===== src/rtl/ndwd_pkg.sv =====
// ndwd_pkg: shared types and constants of the near-duplicate window detector.
// No dependencies; imported by the interfaces and every module.
`default_nettype none

package ndwd_pkg;

    // Field and register widths
    localparam int VALUE_W    = 32;
    localparam int WINDOW_K_W = 7;
    localparam int TOL_W      = 31;
    localparam int CFG_DATA_W = 31;
    localparam int CFG_IDX_W  = 1;

    // Default window depth handed to the top level
    localparam int DEFAULT_WINDOW_DEPTH = 64;

    // Hit flags folded into the result per scan cycle
    localparam int SCAN_GROUP_LOG = 3;
    localparam int SCAN_GROUP     = 1 << SCAN_GROUP_LOG;

    // Register indexes
    localparam logic [CFG_IDX_W-1:0] REG_WINDOW_K  = 1'd0;
    localparam logic [CFG_IDX_W-1:0] REG_TOLERANCE = 1'd1;

    typedef enum logic
    {
        ST_IDLE,
        ST_SCAN
    } state_t;

    // Per-cycle command to every window cell
    typedef struct packed
    {
        logic load;   // compare against new value, shift values by one cell
        logic scan;   // shift hit flags down by one group
    } cell_ctrl_t;

endpackage

`default_nettype wire


===== src/rtl/ndwd_cell.sv =====
// ndwd_cell: one window slot; holds a value and its hit flag.
// Depends on ndwd_pkg; instantiated in a row by near_duplicate_window_detect.
`default_nettype none

module ndwd_cell import ndwd_pkg::*;
#(
    parameter int INDEX  = 0,
    parameter int SPAN_W = 7
)
(
    input  wire logic               clk,
    input  wire cell_ctrl_t         ctrl,
    input  wire logic [SPAN_W-1:0]  span,
    input  wire logic [VALUE_W-1:0] cmp_value,
    input  wire logic [TOL_W-1:0]   tolerance,
    input  wire logic [VALUE_W-1:0] prev_value,
    input  wire logic               far_flag,
    output logic      [VALUE_W-1:0] value_out,
    output logic                    flag_out
);

    logic [VALUE_W-1:0] value_reg;
    logic [VALUE_W-1:0] value_next;
    logic               flag_reg;
    logic               flag_next;

    logic [VALUE_W:0]   diff_fw;
    logic [VALUE_W:0]   diff_bw;
    logic [VALUE_W:0]   magnitude;
    logic               in_span;
    logic               close_enough;

    // 33-bit differences in both directions; pick the non-negative one
    always_comb
    begin
        diff_fw      = {cmp_value[VALUE_W-1], cmp_value} - {value_reg[VALUE_W-1], value_reg};
        diff_bw      = {value_reg[VALUE_W-1], value_reg} - {cmp_value[VALUE_W-1], cmp_value};
        magnitude    = diff_fw[VALUE_W] ? diff_bw : diff_fw;
        close_enough = (magnitude <= {2'b00, tolerance});
        in_span      = (span > SPAN_W'(INDEX));
    end

    always_comb
    begin
        value_next = value_reg;
        flag_next  = flag_reg;
        if (ctrl.load)
        begin
            value_next = prev_value;
            flag_next  = in_span && close_enough;
        end
        else if (ctrl.scan)
        begin
            flag_next = far_flag;
        end
    end

    always_ff @(posedge clk)
    begin
        value_reg <= value_next;
        flag_reg  <= flag_next;
    end

    assign value_out = value_reg;
    assign flag_out  = flag_reg;

endmodule

`default_nettype wire


===== config.mk =====
export PLATFORM = sky130hd
export DESIGN_NAME = ndwd_cell
export DESIGN_NICKNAME = d
export VERILOG_FILES = /design/src/rtl/ndwd_pkg.sv /design/src/rtl/ndwd_cell.sv
export SDC_FILE = /design/constraint.sdc
export NUM_CORES = 1
export LEC_CHECK = 0
export ABC_AREA = 0
export BUFFER_PORTS_ARGS = -buffer_cell sky130_fd_sc_hd__buf_2
export CAP_MARGIN = 5
export CORE_MARGIN = 1.5
export CORE_UTILIZATION = 56
export CTS_BUF_LIST = sky130_fd_sc_hd__clkbuf_4 sky130_fd_sc_hd__clkbuf_8
export DETAILED_ROUTE_END_ITERATION = 6
export PLACE_DENSITY = 0.92
export SYNTH_ARGS = -nofsm -noshare
export SYNTH_HDL_FRONTEND = slang
export SYNTH_SLANG_ARGS = --single-unit

===== constraint.sdc =====
create_clock -name clk -period 6.5 [get_ports clk]
set_input_delay 1.95 -clock clk [delete_from_list [all_inputs] [get_ports clk]]
set_output_delay 1.95 -clock clk [all_outputs]
set_load 0.01 [all_outputs]

==> results of run 1 <==
[Yosys cell counts (7+ instances only)]
cell type	count	area (µm²)
nand4_1	18	113
edfxtp_1	33	991
a31oi_1	9	56.3
o21ai_0	39	195
xor2_1	7	61.3
nor2_1	36	135
ha_1	95	1190
a21o_1	26	195
mux2i_1	9	90.1
o21a_1	9	67.6
nor2b_1	9	56.3
inv_1	116	435
nand2_1	38	143
a21oi_1	81	405
o21bai_1	17	128
nand3_1	10	50.1
xnor2_1	22	193
buf_2	19	95.1
[critical path, delay by kind of cell]
family,cells,cell delay (ns)
xor+xnor,1,0.14
simple gates,7,1.89
fa+ha+maj,2,0.64
compound gates,9,1.54
buf+inv,3,0.31
[timing repair]
item / CTS / global route
resized for setup: 0 / 7
buffers inserted: 0 / 1
hold buffers: 0 / 0
endpoints found under the setup margin: 0 / 1
[sequential cells by signal, indices dropped and copies added (netlist names)]
name,count
flag_out,1
value_out,32
[worst paths after layout]
kind                      start        to  slack (ns)
hold / removal    value_out[31]  flag_out        1.03
setup / recovery  cmp_value[19]  flag_out        0.20
setup reg to reg   value_out[0]  flag_out        1.54
hold reg to reg   value_out[31]  flag_out        1.03
[report_power, final]
part           switching [mW]  total [mW]  internal (mW)
registers              0.0124       0.268          0.255
clock network          0.0860       0.204          0.118
logic                   0.440       0.818          0.377
[per-stage QoR]
stage	cell area (µm²)	setup TNS, ns	util, %
after CTS	6590	0	71.3
after floorplan	5330	0	-
after global routing	6630	-0.0203	71.8
final	6630	0	71.8
after global placement	6480	0	70.2
after detailed placement	6480	-0.150	70.2
[area by class of cell]
class	count	area share, %
well taps	129	2.43
repair buffers	199	17.4
clock buffers	6	1.15
flip-flops and latches	33	14.9
multi-input cells	507	57.0
clock inverters	2	0.509
inverters	116	6.56
[cells by family after synthesis]
logic type,after synthesis,synth area share (%)
buffers and inverters,142,11.0
flip-flops,33,18.6
multiplexers,11,2.11
XOR/XNOR,29,4.76
adder cells (fa/ha/maj),97,23.0
AND/OR/NAND/NOR,142,13.2
AO/OA/AOI/OAI,228,27.3
[layer usage]
layer,wire length [µm],track usage (%),vias up
met5,0,0,-
met3,1050,3.74,34
li1,-,-,2764
met4,359,9.97,0
met2,7020,51.0,278
met1,6400,37.6,2511
==> results.yml, run 1 <==
finish:
  final_nets: 1065
  stdcell_count: 992
  mostFrequentLayoutCell: "buf_2"
  mostFrequentLayoutCells: "buf_2, inv_1, ha_1, a21oi_1, buf_4"
  nFillCells: 752
  layout-drive-gt1-share_pct: 26.3
  diodes: 0
  multiInputGateArea_um2: 3780
  seqCellArea_um2: 991
  area_growth_pct: 24.4
worst_setup_path:
  critPathMaxStageDelay_ns: 0.62
  path_class: "in2reg"
  cp-start-kind: "input port"
  cp.required_ns: 6.67
  rr_worst_depth: 20
  worst_path_max_delay_cell: "or4b_2"
  crit_chain: "buf_2 -> inv_1 -> ha_1 -> nand4_1 -> nor4_1 -> a22oi_1 -> o2111ai_2 -> nand3_2 -> buf_4 -> o21a_1 -> a221oi_4 -> o22ai_1 -> xnor2_1 -> ha_1 -> nand4_1 -> or3_1 -> or4b_2 -> o21ai_0 -> nand3_1 -> o31ai_2 -> o21a_1 -> a221o_1"
  arrival_ns: 6.47
  end_kind: "register"
  crit_fanout: 4
place:
  post-place-cells: 983
  dp_slack_ns: -0.150
  place_hpwl_um: 12400
  place.gp.congestion: 1.00
  io_buffers: 138
timing:
  finalHoldViolations: 0
  skew_ns: 0.0159
  period_share_pct: 96.9
  maxSlewViolCount: 0
  period_minus_slack_ns: 6.30
  maxSlewHeadroom_pct: 43.1
  tightest_slew_ns: 0.853
  layout_setup_ws_ns: 0.203
  holdWs_ns: 1.03
  setup_viol: 0
  max_freq_mhz: 159
logic_synthesis:
  synth.avg_cell_area_um2: 7.82
  synthCells: 682
  yosysSeqAreaShare_pct: 18.6
  syn_nets: 885
  yosysUniqueCellTypes: 64
  ys_ff_latch: 33
  synth-edff-count: 33
  synth.yosys.warnings: 0
  synth_ff_type: "edfxtp_1"
  synth_area_um2: 5330
  async_reset_ff_share_pct: 0
cts:
  cts_made_buffers: 5
  cts_tree: "done"
  clk_pin_slew_worst_paths_ns: 0.09
  cts_root_buf: "clkbuf_8"
  cts_max_level: 2
  clockBufferDepth: 2
  clk_latency_ns: 0.30
  cts_sinks: 33
die:
  coreArea_um2: 9240
  rows: 35
  start_util_pct: 57.7
  dieHeight_um: 101
  io-pin-count: 139
  dieWidth_um: 101
  dieArea_um2: 10100
job:
  maxCapViolCount: 0
global_routing:
  antenna_found_initial: 0
  gr-total-overflow: 0
  grt_pass1_wl_um: 24000
  grt_usage_pct: 29.4
  grt_max_degree: 37
  grt_pass1_vias: 5433
routing:
  drc: 0
  vias_per_cell: 5.63
  via_count: 5587
  drt_iter0_markers: 416
  wire_per_inst_um: 14.9
  final_antenna_net_count: 0
  first_pass_iters: 5
  wirelength_um: 14800
pwr:
  finalPower_mw: 1.29
  p_leak_nw: 3.52
  powerDensity_nw_per_um2: 194
  ir_worst_vdd_uv: 144
hold_path:
  min-delay-path-class: "reg2reg"
  hold_depth: 4
status:
  status: "completed"
Note: power is estimated with default switching activity, not from simulation.
==> inputs of run 2 (changes only) <==
BUFFER_PORTS_ARGS = default   (was -buffer_cell sky130_fd_sc_hd__buf_2)
CORE_UTILIZATION = 60   (was 56)
DONT_BUFFER_PORTS = 1   (was default)
PLACE_DENSITY = 0.84   (was 0.92)
==> run 2 against run 1 <==
  * Flip-flop and latch count is the same
  * Die area shrank 6.5%
  * Register-to-register slack lost 0.07 ns
==> results.yml, run 2 (synthesis gave the netlist of run 1 again) <==
die:
  start_util_pct: 61.4
  dieArea_um2: 9460
  dieHeight_um: 97.3
  dieWidth_um: 97.3
  io-pin-count: 139
  rows: 34
  coreArea_um2: 8680
routing:
  wire_per_inst_um: 17.7
  drc: 0
  vias_per_cell: 6.06
  first_pass_iters: 5
  wirelength_um: 14300
  via_count: 4908
  drt_iter0_markers: 295
  final_antenna_net_count: 0
worst_setup_path:
  path_class: "in2reg"
  crit_fanout: 10
  cp-start-kind: "input port"
  end_kind: "register"
  cp.required_ns: 6.66
  arrival_ns: 6.40
cts:
  cts_tree: "done"
  clockBufferDepth: 2
  cts_hold_buf: 0
  clk_latency_ns: 0.30
  clk_pin_slew_worst_paths_ns: 0.07
  cts_max_level: 2
  cts_made_buffers: 5
  cts_root_buf: "clkbuf_8"
  cts_sinks: 33
finish:
  mostFrequentLayoutCells: "inv_1, ha_1, a21oi_1, nand2_1, buf_4"
  layout-drive-gt1-share_pct: 9.12
  final_nets: 905
  area_growth_pct: 7.23
  diodes: 0
  largest_register_ffs: 32
  stdcell_count: 810
  post-route-util_pct: 65.9
  mostFrequentLayoutCell: "inv_1"
  finish.instance_area_um2: 5720
place:
  place.gp.congestion: 0.900
  place_hpwl_um: 12200
  place_area_um2: 5590
  io_buffers: 0
  dp_slack_ns: -0.110
  post-place-cells: 801
timing:
  setup_viol: 0
  finalHoldViolations: 0
  skew_ns: 0.0102
  period_minus_slack_ns: 6.24
  tightest_slew_ns: 0.588
  maxSlewHeadroom_pct: 60.2
  max_freq_mhz: 160
  maxSlewViolCount: 0
  layout_setup_ws_ns: 0.264
  period_share_pct: 95.9
global_routing:
  grt_pass1_wl_um: 23100
  grt_max_degree: 37
  grt_pass1_vias: 4990
  gr-total-overflow: 0
  antenna_found_initial: 0
  grt_usage_pct: 30.1
pwr:
  p_clk_share_pct: 14.0
  power_frac_comb_pct: 62.0
  p_seq_share_pct: 24.1
  powerDensity_nw_per_um2: 203
  switching_share_pct: 44.1
  power_switching_mw: 0.512
  ir_worst_vdd_uv: 104
  finalPower_mw: 1.16
  cell_internal_pwr_mw: 0.650
  p_leak_nw: 2.86
status:
  status: "completed"
job:
  maxCapViolCount: 0
hold_path:
  min-delay-path-class: "reg2reg"
run 2: cell count changes in the layout (fill, tap and decap cells not counted), sizes merged:
cell    previous run  this run
bufinv             1         0
buf              199        39
run 2: cell type report:
type,count,area (µm²)
Timing Repair Buffer,39,297
Multi-Input combinational cell,507,3780
Clock buffer,6,76.3
Fill cell,783,2960
Clock inverter,1,3.75
Tap cell,108,135
Sequential cell,33,991
Inverter,116,435
run 2: power groups by stage:
| stage | Sequential (mW) | Combinational [mW] | Clock (mW) |
|---|---|---|---|
| after floorplan | 0.280 | 0.523 | 0 |
| after global placement | 0.284 | 0.682 | 0 |
| after detailed placement | 0.285 | 0.696 | 0 |
| after CTS | 0.280 | 0.700 | 0.166 |
| after global routing | 0.282 | 0.802 | 0.173 |
| final | 0.280 | 0.719 | 0.162 |
run 2: repair_timing:
action | in CTS | in global routing
hold endpoints to repair | 0 | 0
setup buffers | 0 | 2
gates resized for setup | 0 | 7
setup endpoints to repair | 0 | 1
run 2: path summary, 6_finish.rpt:
kind                               startpoint        to  slack [ns]  cells past startpoint
worst min register to register  value_out[31]  flag_out        1.06                      4
worst max register to register   value_out[0]  flag_out        1.47                     20
worst max-delay path             cmp_value[0]  flag_out        0.26                     22
worst min-delay path            value_out[31]  flag_out        1.06                      4
run 2: per-stage QoR:
step,TNS [ns],hold slack [ns]
3_3_place_gp,-0.0251,1.05
3_5_place_dp,-0.110,1.05
5_1_grt,-0.0162,1.14
6_report,0,1.06
4_1_cts,0,1.07
2_1_floorplan,0,0.972
run 2: worst max-delay path, cell delays in order:
cell and delay (ns):
inv_1 0.04, ha_1 0.18, inv_1 0.06, fa_1 0.42, a211oi_2 0.29, o211ai_1 0.14, nand2_1 0.11, o2111ai_2 0.17
nand3_2 0.19, buf_4 0.22, mux2_2 0.35, a31oi_1 0.16, xnor2_1 0.12, ha_1 0.29, nand4_1 0.08, or3_1 0.40
or4b_2 0.61, o21ai_0 0.10, nand3_1 0.10, o31ai_1 0.10, o21a_1 0.17, a221o_1 0.13
run 2: per-layer routing:
layer,global-route usage [%],up-vias,routed length (µm)
met1,39.1,2264,6390
met5,0,-,0
met3,3.81,22,852
li1,-,2435,-
met4,7.69,0,235
met2,52.8,187,6860
==> inputs of run 3 (changes only) <==
CTS_BUF_LIST = default   (was sky130_fd_sc_hd__clkbuf_4 sky130_fd_sc_hd__clkbuf_8)
==> run 3 against run 2 <==
  * Sequential share of layout area about the same
  * Clock power is 2% lower
  * Total power decreased by 0.54%
  * Core utilization is 0.16 points lower
  * Combinational power is essentially flat
  * Worst hold slack better by 0.00085 ns
  * Die area did not move
  * Cell area shrank 0.24%
  * Wire length rose by 0.17%
  * Fmax grew 0.32%
  * Worst setup slack better by 0.020 ns
  * Critical path type unchanged
==> results.yml, run 3 (synthesis gave the netlist of run 1 again) <==
worst_setup_path:
  cp.required_ns: 6.66
  cp-start-kind: "input port"
  ff2ff_setup_slack_ns: 1.49
  timing.rr.start: "value_out[9]"
  path_class: "in2reg"
  crit_fanout: 8
  worstSetupStartpoint: "cmp_value[0]"
  arrival_ns: 6.38
  end_kind: "register"
timing:
  skew_ns: 0.0103
  layout_setup_ws_ns: 0.284
  maxSlewHeadroom_pct: 60.9
  finalHoldViolations: 0
  period_minus_slack_ns: 6.22
  period_share_pct: 95.6
  setup_viol: 0
  max_freq_mhz: 161
  maxSlewViolCount: 0
  tightest_slew_ns: 0.577
hold_path:
  min-delay-path-class: "reg2reg"
  hp-start: "value_out[31]"
pwr:
  p_clk_share_pct: 13.7
  p_seq_share_pct: 24.2
  p_leak_nw: 2.85
  powerDensity_nw_per_um2: 202
  power_frac_comb_pct: 62.1
  switching_share_pct: 44.3
  ir_worst_vdd_uv: 104
  cell_internal_pwr_mw: 0.644
  power_switching_mw: 0.511
  finalPower_mw: 1.16
global_routing:
  use_met3_pct: 3.81
  antenna_found_initial: 0
  gr-total-overflow: 0
  grt_usage_pct: 30.0
  grt-busiest-layer: "met2"
  grt_pass1_vias: 4990
  gr-usage-met2_pct: 52.8
  grt_pass1_wl_um: 23100
  grt_util_met1_pct: 39.1
  grt_max_degree: 37
finish:
  diodes: 0
  area_growth_pct: 6.97
  seqCellArea_um2: 991
  largest_register_ffs: 32
  final_nets: 905
  mostFrequentLayoutCells: "inv_1, ha_1, a21oi_1, buf_4, nand2_1"
  nFillCells: 781
  layout-drive-gt1-share_pct: 8.83
  multiInputGateArea_um2: 3770
  mostFrequentLayoutCell: "inv_1"
  stdcell_count: 810
routing:
  wire_per_inst_um: 17.7
  drt_iter0_markers: 325
  wirelength_um: 14400
  via_count: 4922
  first_pass_iters: 5
  final_antenna_net_count: 0
  vias_per_cell: 6.08
  drc: 0
die:
  io-pin-count: 139
  coreArea_um2: 8680
  rows: 34
  dieHeight_um: 97.3
  dieArea_um2: 9460
  start_util_pct: 61.4
  dieWidth_um: 97.3
cts:
  cts_made_buffers: 5
  cts_root_buf: "clkbuf_8"
  clockBufferDepth: 2
  cts_hold_buf: 0
  clk_pin_slew_worst_paths_ns: 0.07
  cts_max_level: 2
  clk_latency_ns: 0.30
  cts_tree: "done"
  cts_sinks: 33
status:
  status: "completed"
job:
  maxCapViolCount: 0
place:
  place_hpwl_um: 12200
  place.gp.congestion: 0.900
  io_buffers: 0
  post-place-cells: 801
  dp_slack_ns: -0.110
==> run 3: cell counts in the layout (fill, tap and decap cells not counted) <==
Identical to the previous run, type by type.
==> run 3: power groups by stage <==
| stage | sequential, mW | combinational (mW) | clock, mW |
|---|---|---|---|
| after floorplan | 0.280 | 0.523 | 0 |
| after detailed placement | 0.285 | 0.696 | 0 |
| after CTS | 0.280 | 0.700 | 0.161 |
| after global placement | 0.284 | 0.682 | 0 |
| final | 0.280 | 0.717 | 0.158 |
| after global routing | 0.282 | 0.799 | 0.169 |
==> run 3: cell type report <==
class,count,area share (%)
inverter,116,7.63
timing repair buffer,39,5.13
clock inverter,1,0.0658
sequential,33,17.4
multi-input combinational,507,66.2
clock buffer,6,1.27
tap,108,2.37
==> run 3: timing repair <==
item | in CTS | in global routing
resized for setup | 0 | 5
endpoints found under the setup margin | 0 | 1
buffers inserted | 0 | 2
==> run 3: worst paths after layout <==
| path | end | cells past startpoint |
|---|---|---|
| worst max-delay path | flag_out | 23 |
| worst min-delay path | flag_out | 4 |
| worst max register to register | flag_out | 19 |
| worst min register to register | flag_out | 4 |
==> run 3: worst max-delay path, cell delays in order <==
cell and delay [ns]:
inv_1 0.04, ha_1 0.18, inv_1 0.06, fa_1 0.42, a211oi_2 0.25, o211ai_1 0.14, nand2_1 0.11, o2111ai_2 0.17
nand3_2 0.18, buf_4 0.19, nand2b_1 0.12, a221oi_4 0.32, o22ai_1 0.14, xnor2_1 0.14, ha_1 0.30, nand4_1 0.09
or3_1 0.33, or4b_2 0.61, o21ai_0 0.10, nand3_1 0.10, o31ai_1 0.10, o21a_1 0.17, a221o_1 0.13
==> run 3: stage by stage <==
step	instance area (µm²)	TNS [ns]	util (%)	hold slack, ns
final	5700	0	65.7	1.06
after global routing	5700	-0.00831	65.7	1.14
after CTS	5670	0	65.3	1.07
after detailed placement	5590	-0.110	64.4	1.05
after global placement	5590	-0.0251	64.4	1.05
after floorplan	5330	0	-	0.972
==> run 3: routing by layer <==
metal / part of all wire, % / wire length, µm
met5: 0 / 0
met3: 6.3 / 906
met1: 45 / 6410
met2: 47 / 6820
met4: 1.6 / 237
